==> src/rtl/core/pgat_pkg.sv <==
// Shared types and constants for the periodic GPIO action timers.
package pgat_pkg;

    // Fixed register and field layout.
    localparam int SETUP_W    = 38;
    localparam int TIME_W     = 32;
    localparam int SECS_W     = 17;
    localparam int DUR_W      = 16;
    localparam int SLOTS      = 4;
    localparam int CH_IDX_W   = 2;
    localparam int MASK_W     = 4;
    localparam logic [9:0] MS_PER_SEC = 10'd1000;

    // Input command codes.
    localparam logic CMD_TICK   = 1'b0;
    localparam logic CMD_RELOAD = 1'b1;

    // Channel action codes.
    typedef enum logic [2:0] {
        ACT_HIGH       = 3'd0,
        ACT_LOW        = 3'd1,
        ACT_TOGGLE     = 3'd2,
        ACT_PULSE_HIGH = 3'd3,
        ACT_PULSE_LOW  = 3'd4
    } action_t;

    // Sequencer states.
    typedef enum logic [1:0] {
        ST_IDLE,
        ST_RUN,
        ST_DONE
    } seq_state_t;

    // Control from the sequencer to the datapath.
    typedef struct packed {
        logic                accept;
        logic                step;
        logic                load_out;
        logic [CH_IDX_W-1:0] chan;
    } seq_ctl_t;

    // Stored state of one channel.
    typedef struct packed {
        logic [TIME_W-1:0] last_fire;
        logic [TIME_W-1:0] deadline;
        logic              running;
        logic              out_en;
        logic              level;
    } chan_state_t;

    // Result of one channel evaluation.
    typedef struct packed {
        chan_state_t nxt;
        logic        fired;
        logic        ended;
    } chan_upd_t;

endpackage

==> src/rtl/core/periodic_gpio_action_timers_top.sv <==
// Top level of the periodic GPIO action timers: channel state, sequencer and output register.
//
//  Channel  Signals                                   Direction  Handshake
//  input    cmd, now_ms                               in         in_valid / in_stall
//  output   pin_levels, pin_enables, fired_mask,      out        out_valid / out_stall
//           pulse_end_mask
//  config   cfg_index, cfg_data                       in         cfg_valid / cfg_ready
//
// Each transaction walks the channels one by one through the single shared evaluation
// unit, then loads the result register. The input is stalled from acceptance until the
// result register is loaded; a stalled result holds the block in its final state. Reset
// is asynchronous and clears all channel state and setup registers. Configuration writes
// are always ready.
module periodic_gpio_action_timers_top
    import pgat_pkg::*;
#(
    parameter int CHANNELS = 4
)
(
    input  logic                clk,
    input  logic                rst_n,
    input  logic                in_valid,
    output logic                in_stall,
    input  logic                cmd,
    input  logic [TIME_W-1:0]   now_ms,
    output logic                out_valid,
    input  logic                out_stall,
    output logic [MASK_W-1:0]   pin_levels,
    output logic [MASK_W-1:0]   pin_enables,
    output logic [MASK_W-1:0]   fired_mask,
    output logic [MASK_W-1:0]   pulse_end_mask,
    input  logic                cfg_valid,
    output logic                cfg_ready,
    input  logic [CH_IDX_W-1:0] cfg_index,
    input  logic [SETUP_W-1:0]  cfg_data
);

    localparam int CH_W = (CHANNELS > 1) ? $clog2(CHANNELS) : 1;

    logic [SETUP_W-1:0]  setup_reg [CHANNELS];
    chan_state_t         chan_reg  [CHANNELS];
    logic                cmd_reg;
    logic [TIME_W-1:0]   now_reg;
    logic [MASK_W-1:0]   fired_acc_reg, ended_acc_reg;
    logic                out_valid_reg;
    logic [MASK_W-1:0]   levels_reg, enables_reg, fired_reg, ended_reg;
    logic [MASK_W-1:0]   levels_next, enables_next;
    logic                busy;
    logic                out_free;
    seq_ctl_t            ctl;
    logic [CH_W-1:0]     idx;
    chan_upd_t           upd;

    assign idx       = ctl.chan[CH_W-1:0];
    assign out_free  = !out_valid_reg || !out_stall;
    assign in_stall  = busy;
    assign cfg_ready = 1'b1;

    // Channel sequencer.
    pgat_seq #(
        .CHANNELS (CHANNELS)
    ) u_seq (
        .clk      (clk),
        .rst_n    (rst_n),
        .in_valid (in_valid),
        .out_free (out_free),
        .busy     (busy),
        .ctl      (ctl)
    );

    // Shared per-channel evaluation unit.
    pgat_chan_unit u_unit (
        .cmd    (cmd_reg),
        .now_ms (now_reg),
        .setup  (setup_reg[idx]),
        .cur    (chan_reg[idx]),
        .upd    (upd)
    );

    // Setup registers; writes to absent channels are dropped.
    always_ff @(posedge clk or negedge rst_n)
    begin
        if (!rst_n)
        begin
            for (int i = 0; i < CHANNELS; i++)
            begin
                setup_reg[i] <= '0;
            end
        end
        else if (cfg_valid && ({30'd0, cfg_index} < 32'(CHANNELS)))
        begin
            setup_reg[cfg_index[CH_W-1:0]] <= cfg_data;
        end
    end

    // Captured transaction and per-channel state write-back.
    always_ff @(posedge clk or negedge rst_n)
    begin
        if (!rst_n)
        begin
            cmd_reg       <= CMD_TICK;
            now_reg       <= '0;
            fired_acc_reg <= '0;
            ended_acc_reg <= '0;
            for (int i = 0; i < CHANNELS; i++)
            begin
                chan_reg[i] <= '0;
            end
        end
        else
        begin
            if (ctl.accept)
            begin
                cmd_reg       <= cmd;
                now_reg       <= now_ms;
                fired_acc_reg <= '0;
                ended_acc_reg <= '0;
            end
            if (ctl.step)
            begin
                chan_reg[idx]                  <= upd.nxt;
                fired_acc_reg[ctl.chan]        <= upd.fired;
                ended_acc_reg[ctl.chan]        <= upd.ended;
            end
        end
    end

    // Pin level and enable vectors; absent channels read as zero.
    always_comb
    begin
        levels_next  = '0;
        enables_next = '0;
        for (int i = 0; i < CHANNELS; i++)
        begin
            levels_next[i]  = chan_reg[i].level;
            enables_next[i] = chan_reg[i].out_en;
        end
    end

    // Output register.
    always_ff @(posedge clk or negedge rst_n)
    begin
        if (!rst_n)
        begin
            out_valid_reg <= 1'b0;
        end
        else if (ctl.load_out)
        begin
            out_valid_reg <= 1'b1;
        end
        else if (!out_stall)
        begin
            out_valid_reg <= 1'b0;
        end
    end

    always_ff @(posedge clk)
    begin
        if (ctl.load_out)
        begin
            levels_reg  <= levels_next;
            enables_reg <= enables_next;
            fired_reg   <= fired_acc_reg;
            ended_reg   <= ended_acc_reg;
        end
    end

    assign out_valid      = out_valid_reg;
    assign pin_levels     = levels_reg;
    assign pin_enables    = enables_reg;
    assign fired_mask     = fired_reg;
    assign pulse_end_mask = ended_reg;

endmodule

==> src/rtl/core/pgat_chan_unit.sv <==
// Shared evaluation unit: updates the state of one channel for one command.
module pgat_chan_unit
    import pgat_pkg::*;
(
    input  logic               cmd,
    input  logic [TIME_W-1:0]  now_ms,
    input  logic [SETUP_W-1:0] setup,
    input  chan_state_t        cur,
    output chan_upd_t          upd
);

    logic              enable;
    logic [2:0]        action;
    logic              pol_invert;
    logic [SECS_W-1:0] secs;
    logic [DUR_W-1:0]  dur;
    logic [TIME_W-1:0] interval;
    logic [TIME_W-1:0] elapsed;
    logic              end_hit;
    logic              fire_hit;
    logic              run_mid;
    logic              lvl_mid;

    // Unpack the channel setup register.
    assign enable     = setup[0];
    assign action     = setup[3:1];
    assign pol_invert = setup[4];
    assign secs       = setup[21:5];
    assign dur        = setup[37:22];

    // Interval in milliseconds; a zero seconds count means one second.
    always_comb
    begin
        if (secs == '0)
        begin
            interval = TIME_W'(MS_PER_SEC);
        end
        else
        begin
            interval = TIME_W'(secs) * TIME_W'(MS_PER_SEC);
        end
    end

    // Pulse end test and wrapped time since the last firing.
    assign end_hit  = cur.running && (now_ms >= cur.deadline);
    assign elapsed  = now_ms - cur.last_fire;
    assign fire_hit = (elapsed >= interval);

    // Level and pulse flag after a possible pulse end.
    always_comb
    begin
        run_mid = cur.running;
        lvl_mid = cur.level;
        if (end_hit)
        begin
            run_mid = 1'b0;
            if (action == ACT_PULSE_HIGH)
            begin
                lvl_mid = pol_invert;
            end
            else if (action == ACT_PULSE_LOW)
            begin
                lvl_mid = ~pol_invert;
            end
        end
    end

    // New channel state for a reload or a tick.
    always_comb
    begin
        upd.nxt   = cur;
        upd.fired = 1'b0;
        upd.ended = 1'b0;
        if (cmd == CMD_RELOAD)
        begin
            upd.nxt.last_fire = now_ms;
            upd.nxt.running   = 1'b0;
            upd.nxt.out_en    = 1'b0;
        end
        else if (enable)
        begin
            upd.ended       = end_hit;
            upd.nxt.running = run_mid;
            upd.nxt.level   = lvl_mid;
            if (fire_hit)
            begin
                upd.fired         = 1'b1;
                upd.nxt.last_fire = now_ms;
                upd.nxt.out_en    = 1'b1;
                unique case (action)
                    ACT_HIGH:   upd.nxt.level = ~pol_invert;
                    ACT_LOW:    upd.nxt.level = pol_invert;
                    ACT_TOGGLE: upd.nxt.level = ~lvl_mid;
                    ACT_PULSE_HIGH, ACT_PULSE_LOW:
                    begin
                        if (!run_mid)
                        begin
                            upd.nxt.level    = (action == ACT_PULSE_HIGH) ^ pol_invert;
                            upd.nxt.running  = 1'b1;
                            upd.nxt.deadline = now_ms + TIME_W'(dur);
                        end
                    end
                    default:    upd.nxt.level = lvl_mid;
                endcase
            end
        end
    end

endmodule

==> src/rtl/core/pgat_seq.sv <==
// Sequencer that walks the channels through the shared unit once per item.
module pgat_seq
    import pgat_pkg::*;
#(
    parameter int CHANNELS = 4
)
(
    input  logic     clk,
    input  logic     rst_n,
    input  logic     in_valid,
    input  logic     out_free,
    output logic     busy,
    output seq_ctl_t ctl
);

    seq_state_t          state_reg, state_next;
    logic [CH_IDX_W-1:0] chan_reg, chan_next;
    logic                last_chan;

    assign last_chan = (chan_reg == CH_IDX_W'(CHANNELS - 1));

    // State and channel counter registers.
    always_ff @(posedge clk or negedge rst_n)
    begin
        if (!rst_n)
        begin
            state_reg <= ST_IDLE;
            chan_reg  <= '0;
        end
        else
        begin
            state_reg <= state_next;
            chan_reg  <= chan_next;
        end
    end

    // Next state logic.
    always_comb
    begin
        state_next = state_reg;
        chan_next  = chan_reg;
        unique case (state_reg)
            ST_IDLE:
            begin
                chan_next = '0;
                if (in_valid)
                begin
                    state_next = ST_RUN;
                end
            end
            ST_RUN:
            begin
                if (last_chan)
                begin
                    state_next = ST_DONE;
                end
                else
                begin
                    chan_next = chan_reg + 1'b1;
                end
            end
            ST_DONE:
            begin
                if (out_free)
                begin
                    state_next = ST_IDLE;
                end
            end
            default:
            begin
                state_next = ST_IDLE;
            end
        endcase
    end

    // Output decode.
    always_comb
    begin
        ctl.chan     = chan_reg;
        ctl.accept   = 1'b0;
        ctl.step     = 1'b0;
        ctl.load_out = 1'b0;
        busy         = 1'b1;
        unique case (state_reg)
            ST_IDLE:
            begin
                busy       = 1'b0;
                ctl.accept = in_valid;
            end
            ST_RUN:
            begin
                ctl.step = 1'b1;
            end
            ST_DONE:
            begin
                ctl.load_out = out_free;
            end
            default:
            begin
                busy = 1'b1;
            end
        endcase
    end

endmodule
==> config.mk <==
export PLATFORM = sky130hd
export DESIGN_NAME = periodic_gpio_action_timers_top
export DESIGN_NICKNAME = d
export VERILOG_FILES = /design/src/rtl/core/pgat_pkg.sv /design/src/rtl/core/periodic_gpio_action_timers_top.sv /design/src/rtl/core/pgat_chan_unit.sv /design/src/rtl/core/pgat_seq.sv
export SDC_FILE = /design/constraint.sdc
export NUM_CORES = 1
export LEC_CHECK = 0
export BUFFER_PORTS_ARGS = -buffer_cell sky130_fd_sc_hd__clkbuf_2
export CAP_MARGIN = 20
export CORE_UTILIZATION = 36
export CTS_BUF_LIST = sky130_fd_sc_hd__clkbuf_4
export DETAILED_ROUTE_END_ITERATION = 6
export GPL_ROUTABILITY_DRIVEN = 0
export MAX_ROUTING_LAYER = met4
export PLACE_DENSITY = 0.58
export SYNTH_ARGS = -nofsm -noshare
export SYNTH_HDL_FRONTEND = slang
export SYNTH_SLANG_ARGS = --single-unit
==> constraint.sdc <==
create_clock -name clk -period 11.5 [get_ports clk]
set_input_delay 1.15 -clock clk [delete_from_list [all_inputs] [get_ports clk]]
set_output_delay 1.15 -clock clk [all_outputs]
set_load 0.05 [all_outputs]
== After elaboration in Yosys (flattened, before gate mapping) ==
Index checks and enable logic that the tools add are counted.
Widths: inputs -> output; s select.
Operators by class
  add/sub/neg operators: 3
  $mul: 1
  magnitude comparators: 8
  eq/ne operators: 12
  multiplexer cells: 47
  bitwise gates (word level): 5
  reduce and logical (&&, ||, !) cells: 14
Operators with widths (count)
  $bwmux 268: 1
  $mux 67: 3
  $bwmux 152: 1
  $bmux 67 s2: 1
  $demux 67 s2: 1
  $mux 38: 3
  $bmux 38 s2: 1
  $demux 38 s2: 1
  $mux 69: 1
  $mux 68: 1
  $mux 33: 2
  $mux 32: 2
  $add 32x16->32: 1
  $ge 32x27->1: 1
  $ge 32x32->1: 1
  $sub 32x32->32: 1
  $mux 27: 1
  $mul 17x7->24 const B: 1
  $logic_not 17->1: 1
  $mux 4: 4
  $mux 1: 12
  $mux 2: 5
  $bwmux 4: 2
  $eq 3x2->1 const B: 2
  other kinds (28): 40
Storage, ports and cells
  flip-flop bits (word level): 482
  output and inout bits: 19

== Logic depth before layout (Yosys ltp) ==
Gate-level depths: netlist of run 1.
  word-level depth: 15
  gate-level depth with buffers: 38
  gate-level depth less buffers: 30

== Modules after synthesis ==
From an unflattened synthesis of run 1, not the netlist that was laid out.
Second synthesis, totals
  cells, all modules: 2366
  area total of the unflattened synthesis: 29363.2 µm²
By module, submodules not included
  periodic_gpio_action_timers_top: times used 1, cells each 1136, area an instance 20111.8 µm², sequential area each 12041.5 µm²
  pgat_chan_unit: times used 1, cells each 1206, area an instance 9018.6 µm², sequential area each 0.0 µm²
  pgat_seq: times used 1, cells each 24, area an instance 232.7 µm², sequential area each 100.1 µm²

== Worst setup path after synthesis of run 1 ==
No wires, ideal clock.
  path type: register to register
  start: reg u_seq.chan_reg[0]
  end: reg chan_reg[174] (netlist bit)
  setup time: 129 ps
  arrival time: 9226 ps
  required time: 11371 ps
  slack: 2144 ps
  cell stages (with the launch flop): 37
  period minus slack after synthesis: 9356 ps
  cell sequence: dfrtp_1 > buf_2 > buf_2 > buf_2 > buf_2 > buf_1 > mux4_2 > inv_1 > fa_1 > fa_1 > fa_1 > fa_1 > inv_1 > ha_1 > a21oi_1 > nand3b_1 > o21ai_0 > a311oi_1 > o31a_1 > a211o_1 > a21o_1 > xor2_1 > nand2_1 > ha_1 > o21a_1 > o21ai_0 > nor4_1 > nor4_1 > o221ai_1 > a31oi_1 > nand3_1 > or4_1 > buf_2 > buf_6 > clkbuf_1 > nor3_1 > a211oi_1
Between the ends
  cells in the longest elaborated chain, start to end: 11
  elaborated cells on any way between the ends: 21
  classes of those cells: 1 x add/sub; 1 x mul; 3 x order compare; 13 x mux; 1 x bitwise; 2 x reduce/logical
RTL lines
  start, declared: RTL line pgat_seq.sv:17  | logic [CH_IDX_W-1:0] chan_reg, chan_next;
  start signal, assigned: RTL line pgat_seq.sv:33  | chan_reg <= chan_next;
  $not 2->3 (not written as such) *: RTL line periodic_gpio_action_timers_top.sv:75, periodic_gpio_action_timers_top.sv:76, periodic_gpio_action_timers_top.sv:121
  $bmux 38 s2: RTL line periodic_gpio_action_timers_top.sv:75  | .setup (setup_reg[idx]),
  $mux 38 (not written as such) (2 in series): RTL line periodic_gpio_action_timers_top.sv:75
  $mul 17x7->24 or $logic_not 17->1 (tied branches): RTL line pgat_chan_unit.sv:40, pgat_chan_unit.sv:34
  $mux 27: RTL line pgat_chan_unit.sv:34  | if (secs == '0)
  $ge 32x27->1: RTL line pgat_chan_unit.sv:47  | assign fire_hit = (elapsed >= interval);
  $mux 68: RTL line pgat_chan_unit.sv:85  | if (fire_hit)
  $mux 69: RTL line pgat_chan_unit.sv:80  | else if (enable)
  $mux 32: RTL line pgat_chan_unit.sv:74  | if (cmd == CMD_RELOAD)
  $bwmux 268 *: RTL line periodic_gpio_action_timers_top.sv:121  | chan_reg[idx] <= upd.nxt;
  end signal, assigned by index: RTL line periodic_gpio_action_timers_top.sv:121
  end, declared: RTL line periodic_gpio_action_timers_top.sv:41  | chan_state_t chan_reg [CHANNELS];
Mark *: on every way between the ends. The rest lies on a longest branch, timed or not. The select of a mux whose other input is x is not followed.
A chain may end at the register's enable or synchronous reset.

== Worst setup path in the final report of run 1 ==
  start: reg u_seq.chan_reg[1]
  end: reg chan_reg[143] (netlist bit)
Between the ends
  cells in the longest elaborated chain, start to end: 13
  elaborated cells on any way between the ends: 30
  classes of those cells: 2 x add/sub; 1 x mul; 4 x order compare; 2 x eq/ne; 16 x mux; 1 x bitwise; 4 x reduce/logical
RTL lines (RTL line)
  $not 2->3 (not written as such) *: periodic_gpio_action_timers_top.sv:75, periodic_gpio_action_timers_top.sv:76, periodic_gpio_action_timers_top.sv:121
  parallel branches: the longest is 11 deep, another holds $ge 32x27->1
  $bwmux 268 *: periodic_gpio_action_timers_top.sv:121
Every way passes the cells marked *. The select of a mux whose other input is x is not followed.

==> results of run 1 <==
## worst max path at each step
stage,start,to,slack (ns),cells after the start
final,u_seq.chan_reg[1],chan_reg[143],1.96,28
after CTS,u_seq.chan_reg[1],chan_reg[89],2.03,29
after floorplan,u_seq.chan_reg[0],chan_reg[174],2.14,36
after global routing,u_seq.chan_reg[0],chan_reg[231],1.47,29
after detailed placement,u_seq.chan_reg[1],chan_reg[143],2.08,28
after global placement,u_seq.chan_reg[1],chan_reg[23],2.13,29
## cell families after synthesis
| group | share of synthesized area |
|---|---|
| AO/OA/AOI/OAI | 0.143 |
| adder cells (fa/ha/maj) | 0.106 |
| other | 0.000120 |
| multiplexers | 0.173 |
| XOR/XNOR | 0.0193 |
| flip-flops | 0.387 |
| AND/OR/NAND/NOR | 0.123 |
| buffers and inverters | 0.0481 |
## layout by cell type (no fill, tap or decap), drive strengths merged, types with 14 or more instances in the layout
cell type,Yosys,final
dfrtp,466,466
xor2,26,26
o21a,17,17
and3,14,14
buf,71,56
a31oi,60,60
mux2,162,162
a211oi,161,161
ha,170,170
nand3,41,41
inv,158,165
nor2,263,263
mux2i,139,139
fa,60,60
nor4,24,24
a21oi,90,90
nand4,17,17
clkinv,0,27
o31ai,61,61
nand2b,24,24
xnor2,43,43
o21ai,110,110
a21o,42,42
nand2,274,274
mux4,98,98
nor3,160,160
edfxtp,16,16
a211o,27,27
clkbuf,140,294
## worst max-delay path: cells and delay by family (launching register included)
| family | cells | cell delay [ns] |
|---|---|---|
| adders and majority gates | 6 | 2.61 |
| AOI/OAI and AO/OA | 11 | 2.50 |
| and+or+nand+nor | 6 | 1.65 |
| DFF | 1 | 0.95 |
| buffers and inverters | 3 | 0.94 |
| muxes | 1 | 0.45 |
| xor gates and xnor gates | 1 | 0.16 |
## layer usage
layer	global-route usage	up-vias	wire [µm]
li1	-	11239	-
met1	0.276	11895	40400
met2	0.328	709	42200
met3	0.0434	167	5620
met4	0.0804	0	2660
met5	-	-	0
## cell type report
class                           count  area, µm²  area share
Antenna cell                        4       10.0    0.000289
Clock buffer                      200       1500      0.0433
Clock inverter                     39        268     0.00772
Inverter                          158        593      0.0171
Multi-Input combinational cell   2181      17800       0.512
Sequential cell                   482      12200       0.350
Tap cell                         1144       1430      0.0413
Timing Repair Buffer              150        977      0.0282
## stage by stage
| stage | worst slack [ns] | hold WS (ns) |
|---|---|---|
| global route | 1.47 | 0.143 |
| detailed placement | 2.08 | 0.432 |
| global placement | 2.13 | 0.440 |
| finish | 1.96 | 0.0990 |
| CTS | 2.03 | 0.0641 |
| floorplan | 2.14 | 0.425 |
==> flow_metrics.py, run 1 <==
metrics = {
    "cells_and_area": {
        "final_nets": 3417,
        "design_area_mm2": 0.0347,
        "syn2layout_area_growth_pct": 10.6,
        "num-fill-cells": 8458,
        "stdcell_count": 4358,
        "largest_register_ffs": 268,
        "layout-drive-gt1-share": 0.228,
        "final_util": 0.405,
    },
    "synth": {
        "synthTopCellsByArea": "dfrtp_1 (37%), mux4_2 (7.0%), ha_1 (6.8%)",
        "synthTopCellsByCount": "dfrtp_1 (466), nand2_1 (274), nor2_1 (263)",
        "synthesis.area_mm2": 0.0314,
        "yosysTopAreaCell": "dfrtp_1",
        "yosys.area.top_type_share": 0.372,
        "syn_inst": 3032,
        "ys_types": 69,
        "ys_ff_latch": 482,
        "synth_edf_count": 16,
        "ys.flop_type": "dfrtp_1",
        "synth_warnings": 0,
        "syn-num-nets": 3340,
        "yosysMostFrequentCell": "dfrtp_1",
        "postSynth.asyncResetShare": 0.967,
        "seq_area_frac_synth": 0.387,
        "avgSynthCellArea_um2": 10.3,
    },
    "setup_path": {
        "r2r_cells": 28,
        "cp_data_required_time_ns": 12.40,
        "start_kind": "flop",
        "r2r_setup_slack_ns": 1.96,
        "cp-end-kind": "flop",
        "cp.arrival_ns": 10.44,
        "cp_max_fo": 170,
        "regToRegStartpoint": "u_seq.chan_reg[1]",
        "cpMostUsedCell": "fa_1",
        "cpMaxStageDelayCell": "dfrtp_4",
        "rr_endpoint": "chan_reg[143]",
        "worstSetupPathType": "flop to flop",
        "cp_slowest_stage_delay_ns": 0.95,
    },
    "timing": {
        "finalSetupViolations": 0,
        "fin_crit_ns": 9.54,
        "fin_crit_sh": 0.830,
        "report.final.slew_viol_count": 0,
        "max-slew-margin-rel": 0.228,
        "hold_viol": 0,
        "rsz0062_at_grt": "false",
        "fmax_mhz": 105,
        "tightest_slew_ns": 1.16,
        "setup_tns_ns": 0,
        "finalClockSkew_ns": 0.0735,
    },
    "clocking": {
        "cts.clk_slew.worst_paths_ns": 0.06,
        "cts_tree": "built",
        "cts_resized": 0,
        "clk_latency_ns": 1.04,
        "holdBufCountCts": 0,
        "htreeDepth": 4,
        "post_cts.repair.setup_buffers": 0,
        "cts.sinks": 482,
        "numCtsBuffers": 136,
        "cts_buffer_depth": 3,
        "root_buffer": "clkbuf_4",
    },
    "global_route": {
        "overflow": 0,
        "grt_first_pass_wirelength_um": 143000,
        "grt_pass1_vias": 24255,
        "grt_max_degree": 171,
        "antenna_found_initial": 3,
        "grt_use_total": 0.213,
    },
    "worst_hold_path": {
        "min_path_type": "input pin to asynchronous set/reset pin",
    },
    "place": {
        "post-place-cells": 4113,
        "dp.final_hpwl_um": 59100,
        "post_dp_cell_area_mm2": 0.0329,
        "io_buffers": 95,
    },
    "floorplan": {
        "die_h_um": 297,
        "placementRows": 107,
        "die-area_mm2": 0.0883,
        "core_area_mm2": 0.0857,
        "io-pin-count": 97,
        "die_w_um": 297,
        "initial_core_util": 0.366,
    },
    "detailed_routing": {
        "wl_per_cell_um": 20.9,
        "drtIter0Drc": 2028,
        "finalWirelength_um": 90900,
        "viasPerCell": 5.51,
        "ant_nets": 0,
        "vias": 24010,
        "firstDrtPassIters": 5,
        "drc": 0,
    },
    "outcome": {
        "status": "finished, final reports clean",
    },
    "run": {
        "max_cap_viol_count": 0,
    },
}
Power of run 1 is left out: the tool's default activity adds up to more than one toggle a clock period on the data nets, which glitch-free logic cannot reach.
==> run 2, diff against run 1 <==
- PLACE_DENSITY: 0.58 -> 0.6
- clock period: 11.5 -> 8.3 ns (I/O delays scaled with it)
==> run 2 against run 1 <==
  * First-iteration DRC count down 6.4%
  * Flip-flop and latch count is the same
  * Highest routed layer unchanged
  * Wire length up 1.8%
  * Final cell count is 1.6% higher
  * Clock skew decreased by 0.0089 ns
  * Worst hold slack improved by 0.0049 ns
  * Fmax up 20%
  * Via count increased by 1.9%
==> flow_metrics.py, run 2 (synthesized netlist as in run 1, its figures left out) <==
metrics = {
    "global_route": {
        "met3_usage": 0.0451,
        "grt-busiest-layer": "met2",
        "globalRouteMet1Util": 0.278,
        "antenna_found_initial": 3,
        "grt_pass1_vias": 24517,
        "grt_max_degree": 132,
        "grt_first_pass_wirelength_um": 143000,
        "met2_usage": 0.322,
        "overflow": 0,
        "grt_use_total": 0.213,
    },
    "clocking": {
        "cts_tree": "built",
        "cts_buffer_depth": 3,
        "cts.sinks": 482,
        "htreeDepth": 4,
        "cts.clk_slew.worst_paths_ns": 0.06,
        "root_buffer": "clkbuf_4",
        "numCtsBuffers": 138,
        "clk_latency_ns": 1.00,
    },
    "detailed_routing": {
        "ant_nets": 0,
        "finalWirelength_um": 92500,
        "drc": 0,
        "vias": 24468,
        "viasPerCell": 5.53,
        "firstDrtPassIters": 6,
        "drtIter0Drc": 1899,
        "wl_per_cell_um": 20.9,
    },
    "setup_path": {
        "critPathTopFamily": "adder cells",
        "cp-end-kind": "flop",
        "start_kind": "flop",
        "path_buf_inv": 6,
        "cp_slowest_stage_delay_ns": 0.60,
        "cpMaxStageDelayCell": "or4_4",
        "cp_max_fo": 31,
        "cp.arrival_ns": 8.76,
        "cpMostUsedCell": "fa_1",
        "worstSetupPathType": "flop to flop",
        "cp_data_required_time_ns": 9.12,
    },
    "run": {
        "max_cap_viol_count": 0,
    },
    "floorplan": {
        "die-area_mm2": 0.0883,
        "core_area_mm2": 0.0857,
        "die_w_um": 297,
        "initial_core_util": 0.366,
        "io-pin-count": 97,
        "die_h_um": 297,
        "placementRows": 107,
    },
    "cells_and_area": {
        "layout-drive-gt1-share": 0.252,
        "final_nets": 3497,
        "syn2layout_area_growth_pct": 14.1,
        "layout_commonest_cell": "dfrtp_1",
        "largest_register_ffs": 268,
        "final_cell_mix": "dfrtp_1 (463), nand2_1 (269), nor2_1 (262), clkbuf_4 (196), ha_1 (169)",
    },
    "timing": {
        "fmax_mhz": 126,
        "report.final.slew_viol_count": 0,
        "fin_crit_sh": 0.957,
        "finalClockSkew_ns": 0.0646,
        "tightest_slew_ns": 1.12,
        "finalSetupViolations": 0,
        "fin_crit_ns": 7.94,
        "setup_tns_ns": 0,
        "rsz0062_at_grt": "false",
        "max-slew-margin-rel": 0.249,
        "hold_viol": 0,
    },
    "place": {
        "dp.final_hpwl_um": 60200,
        "io_buffers": 95,
    },
    "outcome": {
        "status": "finished, final reports clean",
    },
    "worst_hold_path": {
        "min_path_type": "input pin to flop",
    },
}
==> run 2: cell count changes in the layout (fill, tap and decap cells not counted), moves of 6 or more <==
| cell | previous run | this run |
|---|---|---|
| nor3_2 | 0 | 32 |
| nand3_1 | 40 | 33 |
| nand3_2 | 1 | 8 |
| nor3_1 | 160 | 128 |
| buf_4 | 48 | 80 |
| inv_1 | 158 | 150 |
| dlygate4sd3_1 | 0 | 32 |
| diode_2 | 4 | 10 |
| clkinv_1 | 21 | 15 |
==> run 2: tightest hold or removal path, delay by kind of cell <==
kind / cells / cell delay (ns)
buf+inv: 1 / 0.10
simple gates: 2 / 0.10
==> run 2: metal layers <==
| layer | wire length [µm] | share of wire | vias up |
|---|---|---|---|
| met5 | 0 | 0 | - |
| met1 | 41100 | 0.44 | 12170 |
| met4 | 2700 | 0.029 | 0 |
| met2 | 43000 | 0.46 | 746 |
| met3 | 5710 | 0.062 | 164 |
| li1 | - | - | 11388 |
==> run 2: repair_timing <==
item | in CTS | in global routing
endpoints found under the hold margin | 97 | 0
setup endpoints to repair | 0 | 272
gates resized for setup | 0 | 60
setup buffers | 0 | 13
hold buffers | 32 | 0
==> run 2: worst paths after layout <==
path	from	to	slack, ns	cells past startpoint
max	u_seq.chan_reg[0]	chan_reg[136]	0.36	30
min	now_ms[14]	now_reg[14]	0.10	3
max reg2reg	u_seq.chan_reg[0]	chan_reg[136]	0.36	30
min in group asynchronous	rst_n	setup_reg[140]	0.41	2
min reg2reg	ended_acc_reg[1]	pulse_end_mask[1]	0.45	0
max in group asynchronous	rst_n	setup_reg[92]	5.97	4
==> run 2: layout make-up <==
| cell class | instances | area [µm²] |
|---|---|---|
| Fill cell | 8396 | 49900 |
| Multi-Input combinational cell | 2181 | 18000 |
| Sequential cell | 482 | 12200 |
| Timing Repair Buffer | 228 | 1880 |
| Clock buffer | 196 | 1470 |
| Tap cell | 1144 | 1430 |
| Inverter | 158 | 611 |
| Clock inverter | 28 | 208 |
| Antenna cell | 10 | 25.0 |
==> run 2: stage by stage <==
| stage | instances | worst slack, ns | hold WS, ns | cell area, µm² | utilization |
|---|---|---|---|---|---|
| detailed placement | 4140 | 0.105 | 0.431 | 33200 | 0.387 |
| finish | 4427 | 0.358 | 0.104 | 35800 | 0.418 |
| global placement | 4140 | 0.211 | 0.441 | 33200 | 0.387 |
| CTS | 4396 | 0.0787 | 0.00169 | 35200 | 0.410 |
| global route | 4426 | 0.00116 | 0.0324 | 35800 | 0.418 |
| floorplan | 3032 | 0.0333 | 0.425 | 31400 | - |
Power of run 2 is left out for the same reason.
